[config.mk]
export PLATFORM = sky130hd
export DESIGN_NAME = lottery_task_scheduler_core
export DESIGN_NICKNAME = d
export VERILOG_FILES = /design/src/lts_pkg.sv /design/src/lts_task_mem.sv /design/src/lts_mod_unit.sv /design/src/lottery_task_scheduler_core.sv
export SDC_FILE = /design/constraint.sdc
export NUM_CORES = 1
export LEC_CHECK = 0
export ABC_AREA = 1
export BUFFER_PORTS_ARGS = -buffer_cell sky130_fd_sc_hd__buf_2
export CAP_MARGIN = 20
export CORE_UTILIZATION = 40
export CTS_CLUSTER_SIZE = 28
export DETAILED_ROUTE_END_ITERATION = 16
export GPL_TIMING_DRIVEN = 1
export SYNTH_ARGS = -nofsm -noshare
export SYNTH_HDL_FRONTEND = slang
export SYNTH_HIERARCHICAL = 1
export SYNTH_SLANG_ARGS = --single-unit
[constraint.sdc]
create_clock -name clock -period 5.4 [get_ports clock]
set_clock_uncertainty 0.1 [all_clocks]
set_input_delay 0.27 -clock clock [delete_from_list [all_inputs] [get_ports clock]]
set_output_delay 0.27 -clock clock [all_outputs]
set_load 0.01 [all_outputs]
[src/lts_pkg.sv]
// shared types, codes and defaults of the lottery task scheduler
package lts_pkg;

   localparam int MAX_TASKS_DEF   = 16;
   localparam int TICKET_BITS_DEF = 16;

   localparam int CMD_W        = 2;
   localparam int TICKET_FIELD_W = 16;
   localparam int RAND_W       = 32;
   localparam int STATUS_W     = 2;
   localparam int ID_W         = 16;
   localparam int TASK_COUNT_W = 5;

   localparam logic [CMD_W-1:0] CMD_CREATE = 2'd0;
   localparam logic [CMD_W-1:0] CMD_CHOOSE = 2'd1;
   localparam logic [CMD_W-1:0] CMD_EXIT   = 2'd2;
   localparam logic [CMD_W-1:0] CMD_NOP    = 2'd3;

   localparam logic [STATUS_W-1:0] ST_OK      = 2'd0;
   localparam logic [STATUS_W-1:0] ST_NO_TASK = 2'd1;
   localparam logic [STATUS_W-1:0] ST_FULL    = 2'd2;
   localparam logic [STATUS_W-1:0] ST_NO_CUR  = 2'd3;

   typedef struct packed {
      logic [CMD_W-1:0]          command;
      logic [TICKET_FIELD_W-1:0] ticket_count;
      logic [RAND_W-1:0]         random_word;
   } lts_req_type;

   typedef struct packed {
      logic [STATUS_W-1:0]     status;
      logic [ID_W-1:0]         task_id;
      logic                    first_run;
      logic [TASK_COUNT_W-1:0] task_count;
   } lts_rsp_type;

   typedef enum logic [5:0] {
      S_IDLE = 6'b000001,
      S_SUM  = 6'b000010,
      S_MOD  = 6'b000100,
      S_WALK = 6'b001000,
      S_EXIT = 6'b010000,
      S_RESP = 6'b100000
   } lts_state_type;

endpackage

[src/lts_task_mem.sv]
// task table memory: one read port and one write port, registered read data
module lts_task_mem #(
   parameter int DEPTH = lts_pkg::MAX_TASKS_DEF,
   parameter int WIDTH = 33,
   localparam int AW = $clog2(DEPTH)
) (
   input  logic             clock,
   input  logic             rd_en,
   input  logic [AW-1:0]    rd_addr,
   output logic [WIDTH-1:0] rd_data,
   input  logic             wr_en,
   input  logic [AW-1:0]    wr_addr,
   input  logic [WIDTH-1:0] wr_data
);

   logic [WIDTH-1:0] mem [DEPTH];

   always_ff @(posedge clock) begin
      if (wr_en) begin
         mem[wr_addr] <= wr_data;
      end
   end

   always_ff @(posedge clock) begin
      if (rd_en) begin
         rd_data <= mem[rd_addr];
      end
   end

endmodule

[src/lts_mod_unit.sv]
// bit-serial remainder unit: 32-bit dividend modulo a ticket total
module lts_mod_unit #(
   parameter int DW = 20
) (
   input  logic                        clock,
   input  logic                        reset,
   input  logic                        start,
   input  logic [lts_pkg::RAND_W-1:0]  dividend,
   input  logic [DW-1:0]               divisor,
   output logic                        done,
   output logic [DW-1:0]               remainder
);

   localparam int NW = lts_pkg::RAND_W;
   localparam int CNTW = $clog2(NW + 1);

   logic            busy_ff, busy_in;
   logic            done_ff, done_in;
   logic [CNTW-1:0] cnt_ff, cnt_in;
   logic [NW-1:0]   quo_ff, quo_in;
   logic [DW-1:0]   rem_ff, rem_in;
   logic [DW:0]     shifted;
   logic [DW:0]     diff;

   always_comb begin
      shifted = {rem_ff, quo_ff[NW-1]};
      diff    = shifted - {1'b0, divisor};
      busy_in = busy_ff;
      done_in = 1'b0;
      cnt_in  = cnt_ff;
      quo_in  = quo_ff;
      rem_in  = rem_ff;
      if (start) begin
         busy_in = 1'b1;
         cnt_in  = '0;
         quo_in  = dividend;
         rem_in  = '0;
      end else if (busy_ff) begin
         quo_in = {quo_ff[NW-2:0], 1'b0};
         rem_in = diff[DW] ? shifted[DW-1:0] : diff[DW-1:0];
         cnt_in = cnt_ff + CNTW'(1);
         if (cnt_ff == CNTW'(NW - 1)) begin
            busy_in = 1'b0;
            done_in = 1'b1;
         end
      end
   end

   always_ff @(posedge clock) begin
      if (reset) begin
         busy_ff <= 1'b0;
         done_ff <= 1'b0;
         cnt_ff  <= '0;
      end else begin
         busy_ff <= busy_in;
         done_ff <= done_in;
         cnt_ff  <= cnt_in;
      end
   end

   always_ff @(posedge clock) begin
      quo_ff <= quo_in;
      rem_ff <= rem_in;
   end

   assign done      = done_ff;
   assign remainder = rem_ff;

endmodule

[src/lottery_task_scheduler_core.sv]
// lottery task scheduler: task table, sequencer and response register
//
// Usage: one request channel (req_valid, req_stall, req_data) carries a
// command: create a task with a ticket count, choose the next task by lottery
// using req_data.random_word, or exit the current task. Every request yields
// exactly one transaction on the response channel (rsp_valid, rsp_stall,
// rsp_data) with status, task id, first-run flag and the task count after
// the command. A transaction moves when valid is high and stall is low.
// Requests are handled one at a time; req_stall is low only while idle.
// Steps from request to response:
//   create or no-op: straight to the response state
//   exit: reads from the current task on, shift writes
//   choose: a pass over the table summing tickets, the bit-serial remainder
//   unit, then a pass to find the winner
// The table lives in one memory with one read and one write port; the
// sequential passes over that memory and the remainder unit set the rate.
// A finished response waits in the output register while rsp_stall is high;
// the sequencer holds the next result until that register is free.
// Reset (synchronous, active high) empties the table and clears the id counter
// and the current task; memory contents are left as they are.
module lottery_task_scheduler_core #(
   parameter int MAX_TASKS   = lts_pkg::MAX_TASKS_DEF,
   parameter int TICKET_BITS = lts_pkg::TICKET_BITS_DEF
) (
   input  logic                 clock,
   input  logic                 reset,
   input  logic                 req_valid,
   output logic                 req_stall,
   input  lts_pkg::lts_req_type req_data,
   output logic                 rsp_valid,
   input  logic                 rsp_stall,
   output lts_pkg::lts_rsp_type rsp_data
);

   localparam int FW  = lts_pkg::TICKET_FIELD_W;
   localparam int SW  = (TICKET_BITS < FW) ? TICKET_BITS : FW;
   localparam int IDW = lts_pkg::ID_W;
   localparam int IW  = $clog2(MAX_TASKS);
   localparam int CW  = $clog2(MAX_TASKS + 1);
   localparam int TW  = SW + IW;
   localparam int EW  = SW + IDW + 1;
   localparam int TCW = lts_pkg::TASK_COUNT_W;

   lts_pkg::lts_state_type state_ff, state_in;

   logic [CW-1:0]  count_ff, count_in;
   logic [CW-1:0]  addr_ff, addr_in;
   logic [IW-1:0]  didx_ff, didx_in;
   logic           pend_ff, pend_in;
   logic [IW-1:0]  cur_slot_ff, cur_slot_in;
   logic           cur_valid_ff, cur_valid_in;
   logic [IDW-1:0] next_id_ff, next_id_in;
   logic           rsp_valid_ff, rsp_valid_in;

   logic [TW-1:0]  total_ff, total_in;
   logic [TW-1:0]  rem_ff, rem_in;
   logic [lts_pkg::RAND_W-1:0] rand_ff, rand_in;
   logic [lts_pkg::STATUS_W-1:0] res_status_ff, res_status_in;
   logic [IDW-1:0] res_id_ff, res_id_in;
   logic           res_first_ff, res_first_in;
   lts_pkg::lts_rsp_type rsp_data_ff, rsp_data_in;

   logic           issue;
   logic           rsp_load;
   logic           wr_en;
   logic [IW-1:0]  wr_addr;
   logic [EW-1:0]  wr_data;
   logic [EW-1:0]  rd_data;
   logic [SW-1:0]  rd_ticket;
   logic [IDW-1:0] rd_id;
   logic           rd_started;
   logic [TW-1:0]  run_next;
   logic           hit;
   logic           div_start;
   logic           div_done;
   logic [TW-1:0]  div_rem;

   lts_task_mem #(
      .DEPTH (MAX_TASKS),
      .WIDTH (EW)
   ) u_mem (
      .clock   (clock),
      .rd_en   (issue),
      .rd_addr (addr_ff[IW-1:0]),
      .rd_data (rd_data),
      .wr_en   (wr_en),
      .wr_addr (wr_addr),
      .wr_data (wr_data)
   );

   lts_mod_unit #(
      .DW (TW)
   ) u_mod (
      .clock     (clock),
      .reset     (reset),
      .start     (div_start),
      .dividend  (rand_ff),
      .divisor   (total_ff),
      .done      (div_done),
      .remainder (div_rem)
   );

   assign rd_ticket  = rd_data[EW-1 -: SW];
   assign rd_id      = rd_data[IDW:1];
   assign rd_started = rd_data[0];
   assign run_next   = total_ff + TW'(rd_ticket);
   assign hit        = pend_ff && (rem_ff < run_next);

   always_comb begin
      state_in      = state_ff;
      count_in      = count_ff;
      addr_in       = addr_ff;
      didx_in       = didx_ff;
      cur_slot_in   = cur_slot_ff;
      cur_valid_in  = cur_valid_ff;
      next_id_in    = next_id_ff;
      total_in      = total_ff;
      rem_in        = rem_ff;
      rand_in       = rand_ff;
      res_status_in = res_status_ff;
      res_id_in     = res_id_ff;
      res_first_in  = res_first_ff;
      issue         = 1'b0;
      wr_en         = 1'b0;
      wr_addr       = '0;
      wr_data       = '0;
      div_start     = 1'b0;
      rsp_load      = 1'b0;

      unique case (state_ff)
         lts_pkg::S_IDLE: begin
            if (req_valid) begin
               res_status_in = lts_pkg::ST_OK;
               res_id_in     = '0;
               res_first_in  = 1'b0;
               rand_in       = req_data.random_word;
               addr_in       = '0;
               total_in      = '0;
               state_in      = lts_pkg::S_RESP;
               unique case (req_data.command)
                  lts_pkg::CMD_CREATE: begin
                     if (count_ff >= CW'(MAX_TASKS)) begin
                        res_status_in = lts_pkg::ST_FULL;
                     end else begin
                        wr_en      = 1'b1;
                        wr_addr    = count_ff[IW-1:0];
                        wr_data    = {SW'(req_data.ticket_count), next_id_ff, 1'b0};
                        res_id_in  = next_id_ff;
                        next_id_in = next_id_ff + IDW'(1);
                        count_in   = count_ff + CW'(1);
                     end
                  end
                  lts_pkg::CMD_CHOOSE: begin
                     if (count_ff == '0) begin
                        res_status_in = lts_pkg::ST_NO_TASK;
                     end else begin
                        state_in = lts_pkg::S_SUM;
                     end
                  end
                  lts_pkg::CMD_EXIT: begin
                     if (!cur_valid_ff || (CW'(cur_slot_ff) >= count_ff)) begin
                        res_status_in = lts_pkg::ST_NO_CUR;
                     end else begin
                        addr_in  = CW'(cur_slot_ff);
                        state_in = lts_pkg::S_EXIT;
                     end
                  end
                  lts_pkg::CMD_NOP: begin
                     res_status_in = lts_pkg::ST_OK;
                  end
                  default: begin
                     res_status_in = lts_pkg::ST_OK;
                  end
               endcase
            end
         end
         lts_pkg::S_SUM: begin
            if (pend_ff) begin
               total_in = run_next;
            end
            if (addr_ff < count_ff) begin
               issue = 1'b1;
            end else if (!pend_ff) begin
               if (total_ff == '0) begin
                  res_status_in = lts_pkg::ST_NO_TASK;
                  state_in      = lts_pkg::S_RESP;
               end else begin
                  div_start = 1'b1;
                  state_in  = lts_pkg::S_MOD;
               end
            end
         end
         lts_pkg::S_MOD: begin
            if (div_done) begin
               rem_in   = div_rem;
               total_in = '0;
               addr_in  = '0;
               state_in = lts_pkg::S_WALK;
            end
         end
         lts_pkg::S_WALK: begin
            if (pend_ff) begin
               total_in = run_next;
            end
            if (hit) begin
               wr_en        = 1'b1;
               wr_addr      = didx_ff;
               wr_data      = {rd_ticket, rd_id, 1'b1};
               res_id_in    = rd_id;
               res_first_in = !rd_started;
               cur_slot_in  = didx_ff;
               cur_valid_in = 1'b1;
               state_in     = lts_pkg::S_RESP;
            end else if (addr_ff < count_ff) begin
               issue = 1'b1;
            end
         end
         lts_pkg::S_EXIT: begin
            if (pend_ff) begin
               if (didx_ff == cur_slot_ff) begin
                  res_id_in = rd_id;
               end else begin
                  wr_en   = 1'b1;
                  wr_addr = didx_ff - IW'(1);
                  wr_data = rd_data;
               end
            end
            if (addr_ff < count_ff) begin
               issue = 1'b1;
            end else if (!pend_ff) begin
               count_in     = count_ff - CW'(1);
               cur_valid_in = 1'b0;
               state_in     = lts_pkg::S_RESP;
            end
         end
         lts_pkg::S_RESP: begin
            if (!rsp_valid_ff || !rsp_stall) begin
               rsp_load = 1'b1;
               state_in = lts_pkg::S_IDLE;
            end
         end
         default: begin
            state_in = lts_pkg::S_IDLE;
         end
      endcase

      if (issue) begin
         addr_in = addr_ff + CW'(1);
         didx_in = addr_ff[IW-1:0];
      end
      pend_in = issue;

      rsp_valid_in = rsp_load || (rsp_valid_ff && rsp_stall);
      rsp_data_in  = rsp_data_ff;
      if (rsp_load) begin
         rsp_data_in.status     = res_status_ff;
         rsp_data_in.task_id    = res_id_ff;
         rsp_data_in.first_run  = res_first_ff;
         rsp_data_in.task_count = TCW'(count_ff);
      end
   end

   always_ff @(posedge clock) begin
      if (reset) begin
         state_ff     <= lts_pkg::S_IDLE;
         count_ff     <= '0;
         addr_ff      <= '0;
         pend_ff      <= 1'b0;
         cur_slot_ff  <= '0;
         cur_valid_ff <= 1'b0;
         next_id_ff   <= '0;
         rsp_valid_ff <= 1'b0;
      end else begin
         state_ff     <= state_in;
         count_ff     <= count_in;
         addr_ff      <= addr_in;
         pend_ff      <= pend_in;
         cur_slot_ff  <= cur_slot_in;
         cur_valid_ff <= cur_valid_in;
         next_id_ff   <= next_id_in;
         rsp_valid_ff <= rsp_valid_in;
      end
   end

   always_ff @(posedge clock) begin
      didx_ff       <= didx_in;
      total_ff      <= total_in;
      rem_ff        <= rem_in;
      rand_ff       <= rand_in;
      res_status_ff <= res_status_in;
      res_id_ff     <= res_id_in;
      res_first_ff  <= res_first_in;
      rsp_data_ff   <= rsp_data_in;
   end

   assign req_stall = (state_ff != lts_pkg::S_IDLE);
   assign rsp_valid = rsp_valid_ff;
   assign rsp_data  = rsp_data_ff;

`ifndef NO_ASSERTIONS
   a_count_bound: assert property (@(posedge clock) disable iff (reset)
      count_ff <= CW'(MAX_TASKS))
      else $error("task count beyond table depth");

   a_cur_in_table: assert property (@(posedge clock) disable iff (reset)
      cur_valid_ff |-> (CW'(cur_slot_ff) < count_ff))
      else $error("current task outside the table");

   a_rsp_from_resp: assert property (@(posedge clock) disable iff (reset)
      $rose(rsp_valid_ff) |-> $past(state_ff == lts_pkg::S_RESP))
      else $error("response raised outside the response state");

   a_div_in_mod: assert property (@(posedge clock) disable iff (reset)
      div_done |-> (state_ff == lts_pkg::S_MOD))
      else $error("remainder finished outside the modulo state");

   a_win_current: assert property (@(posedge clock) disable iff (reset)
      (state_ff == lts_pkg::S_WALK && hit) |=> (cur_valid_ff && $stable(count_ff)))
      else $error("winner not made current");
`endif

endmodule
==> results.py <==
metrics = {
    "clocking": {
        "clk_latency_ns": 0.63,
        "cts_made_buffers": 83,
        "cts_tree": "built",
        "root_buffer": "clkbuf_16",
        "cts_resized": 0,
        "ctsHtreeMaxLevel": 3,
        "clkSlewWorstSetupHoldPaths_ns": 0.06,
        "cts_max_path_buffers": 3,
        "cts_sinks": 779,
    },
    "setup_path": {
        "cp.arrival_ns": 5.14,
        "critPathKind": "reg -> reg",
        "critPathSlowestCell": "nand3b_1",
        "slowest_delay_ns": 0.43,
        "worstRegToRegCells": 20,
        "cp_cell_sequence": "ha_1 > a21oi_1 > nand2_1 > a21boi_1 > o21ai_0 > a21oi_1 > xor2_1 > ha_1 > nand2_1 > nor2_1 > nand3_1 > nor2_1 > nor2_1 > nand3_1 > nor2_1 > nand2_1 > o221ai_1 > nand3b_1 > nor2_4 > buf_12",
        "crit_fanout": 30,
        "r2r-end": "u_mem/mem[5][23]$_DFFE_PP_",
        "crit_path_end_kind": "flip-flop",
        "path_buf_inv": 1,
        "r2r_start": "total_ff[2]$_SDFFCE_PN0P_",
        "crit_required_ns": 5.61,
        "crit_family": "simple AND/OR/NAND/NOR gates",
        "path_common_cell": "nor2_1",
        "startpoint_type": "flip-flop",
        "rrSetupSlack_ns": 0.47,
    },
    "pwr": {
        "vdd.ir_drop.worst_uv": 212,
        "p_per_area_mw_per_mm2": 410,
        "leakagePower_nw": 17.5,
    },
    "logic_synthesis": {
        "ys_async_sr_fraction_pct": 0,
        "yosys.area.top_type_share_pct": 59.1,
        "synth_adder_area_share_pct": 2.72,
        "netlist_area_mm2": 0.0362,
        "synth_area_leaders": "edfxtp_1, nand2_1, nand3_1",
        "synthMuxAreaShare_pct": 0,
        "synth.ff_latch_count": 779,
        "synth_nets": 3815,
        "synth_xor_area_share_pct": 0.968,
        "syn_inst": 3684,
        "yosysTopAreaCell": "edfxtp_1",
        "synth_top_family_by_area": "simple AND/OR/NAND/NOR gates",
        "ys_seq_area_share_pct": 62.8,
        "synth.distinct_cells": 53,
        "post_synth.cell_area_avg_um2": 9.82,
        "synth_compound_area_share_pct": 2.95,
        "synth_warnings": 6,
        "synth-edff-count": 712,
        "synth_simple_gate_area_share_pct": 22.2,
        "ys.flop_type": "edfxtp_1",
    },
    "sta": {
        "finalHoldViolCount": 0,
        "tightest_slew_ns": 1.15,
        "rsz0062_at_grt": "no",
        "maxSlewHeadroom_pct": 23.4,
        "fmax_mhz": 203,
        "post-route-period-util_pct": 91.3,
        "fin_crit_ns": 4.93,
        "maxSlewViolCount": 0,
        "setup_viol": 0,
        "setup_tns_ns": 0,
    },
    "detailed_routing": {
        "drtIter0Drc": 2187,
        "avgViaCountPerCell": 4.91,
        "routedWlPerCell_um": 17.7,
        "wl_um": 89300,
        "via_count": 24735,
        "ant_nets": 0,
        "first_pass_iters": 6,
        "drc_errors": 0,
    },
    "layout": {
        "regArea_mm2": 0.0227,
        "layout_commonest_cell": "nand2_1",
        "area_growth_pct": 13.6,
        "multi_input_comb_area_mm2": 0.0106,
        "layout_common_cells": "nand2_1, edfxtp_1, inv_1",
        "postLayoutCoreUtil_pct": 46.2,
        "finalNetCount": 3936,
        "layout-drive-gt1-share_pct": 9.24,
        "fillers": 8239,
        "antenna_cells": 0,
    },
    "floorplan": {
        "die_y_um": 303,
        "die_w_um": 303,
        "ios": 80,
        "fp.dieArea_mm2": 0.0917,
        "rows": 109,
        "core_area_mm2": 0.0891,
        "initial_core_util_pct": 40.6,
    },
    "place": {
        "gp_congestion": 0.828,
        "hpwl_um": 54700,
        "io_buffer_count": 79,
    },
    "min_path": {
        "hold_depth": 4,
        "min_from": "req_valid",
        "min_to": "state_ff[0]$_SDFFE_PP1P_",
        "min_path_type": "in -> reg",
    },
    "run_status": {
        "status": "finished clean",
    },
    "global_route": {
        "grt_pass1_wl_um": 137000,
        "grt_pass1_vias": 23969,
        "grt-ovfl-total": 0,
        "antenna_found_initial": 6,
        "grt_max_degree": 174,
        "gr-usage-all-layers_pct": 19.5,
    },
    "run": {
        "maxCapViolations": 0,
    },
}
-- per-layer routing --
layer	global-route usage (%)	part of all wire [%]
met5	0	0.015
met4	5.58	2.1
met3	2.99	6.1
met2	32.2	47
met1	26.5	45
-- sequential cells by signal, indices dropped and copies added, names as in the netlist, 2 cells and up --
register         cells
res_id_ff           16
cur_slot_ff          4
u_mod/cnt_ff         6
res_status_ff        2
u_mod/remainder     20
addr_ff              5
total_ff            20
rsp_data            24
u_mod/quo_ff        32
rand_ff             32
next_id_ff          16
u_mem/rd_data       33
count_ff             5
didx_ff              4
state_ff             6
rem_ff              20
u_mem/mem          528
-- timing repair --
item / 4_1_cts / 5_1_grt
endpoints found under the hold margin: 35 / 0
setup buffers: 0 / 0
hold buffers: 34 / 0
setup endpoints to repair: 0 / 0
-- worst min-delay path: stages --
cell and delay [ns]:
buf_2 0.08, inv_1 0.08, nand2_1 0.17, o211ai_1 0.10
-- cells in the mapped netlist, types with 3 or more instances --
library cell	number
buf_6	3
nand3_1	454
inv_2	11
edfxtp_1	712
buf_4	14
o21bai_1	9
xnor2_1	12
fa_1	3
nor2_2	6
inv_1	601
nor2_1	138
buf_1	17
buf_2	78
nor2_4	4
dfxtp_1	67
nand2_2	14
nand3b_1	4
o21ai_1	16
o21ai_2	3
and2_1	3
o221ai_1	4
a21oi_1	70
ha_1	74
nor3_1	24
a31oi_1	6
nor3b_1	3
nand4_1	16
nand4_2	3
o21ai_0	49
xor2_1	28
nand2_1	1137
nor4_1	10
o31ai_1	4
clkbuf_1	23
a22o_1	16
nand3_2	14
nand2_4	15
-- how the worst max path moves through the flow --
stage	start	endpoint	slack, ns	cells past startpoint
after floorplan	total_ff[2]$_SDFFCE_PN0P_	u_mem/mem[12][0]$_DFFE_PP_	0.41	19
after global placement	total_ff[3]$_SDFFCE_PN0P_	u_mem/mem[10][21]$_DFFE_PP_	0.60	25
after detailed placement	total_ff[0]$_SDFFCE_PN0P_	u_mem/mem[5][23]$_DFFE_PP_	0.49	19
after CTS	total_ff[0]$_SDFFCE_PN0P_	u_mem/mem[5][7]$_DFFE_PP_	0.47	19
after global routing	total_ff[3]$_SDFFCE_PN0P_	u_mem/mem[5][21]$_DFFE_PP_	0.01	25
final	total_ff[2]$_SDFFCE_PN0P_	u_mem/mem[5][23]$_DFFE_PP_	0.47	20
-- per-stage QoR --
stage / area, µm² / hold slack (ns) / setup WS [ns] / total power, mW / std cells
floorplan: 36200 / 0.269 / 0.410 / 10.3 / 3684
detailed placement: 38100 / 0.306 / 0.491 / 11.4 / 4850
global placement: 38100 / 0.302 / 0.604 / 11.3 / 4849
finish: 41100 / 0.0362 / 0.472 / 16.9 / 5039
global route: 41100 / 0.0543 / 0.0117 / 17.7 / 5039
CTS: 41100 / 0.00408 / 0.472 / 17.0 / 5038
-- report_power, final --
group | leakage (nW) | switching [mW] | internal (mW)
Clock | 1.29 | 2.34 | 3.24
Sequential | 6.57 | 0.274 | 7.12
Combinational | 9.60 | 2.65 | 1.23
-- area by class of cell --
class,count,share of cell area (%)
sequential,779,55.3
tap,1165,3.55
inverter,613,5.63
clock buffer,113,5.63
timing repair buffer,173,3.27
clock inverter,41,0.855
multi-input combinational,2155,25.8
-- cell families (layout without fill, tap and decap cells) --
| kind of cell | count (synthesis) | in the layout |
|---|---|---|
| and+or+nand+nor | 1854 | 1854 |
| xor gates and xnor gates | 40 | 40 |
| adders and majority gates | 77 | 77 |
| buffers and inverters | 750 | 940 |
| AOI/OAI and AO/OA | 184 | 184 |
| DFF | 779 | 779 |
Note: power is estimated with default switching activity, not from simulation.
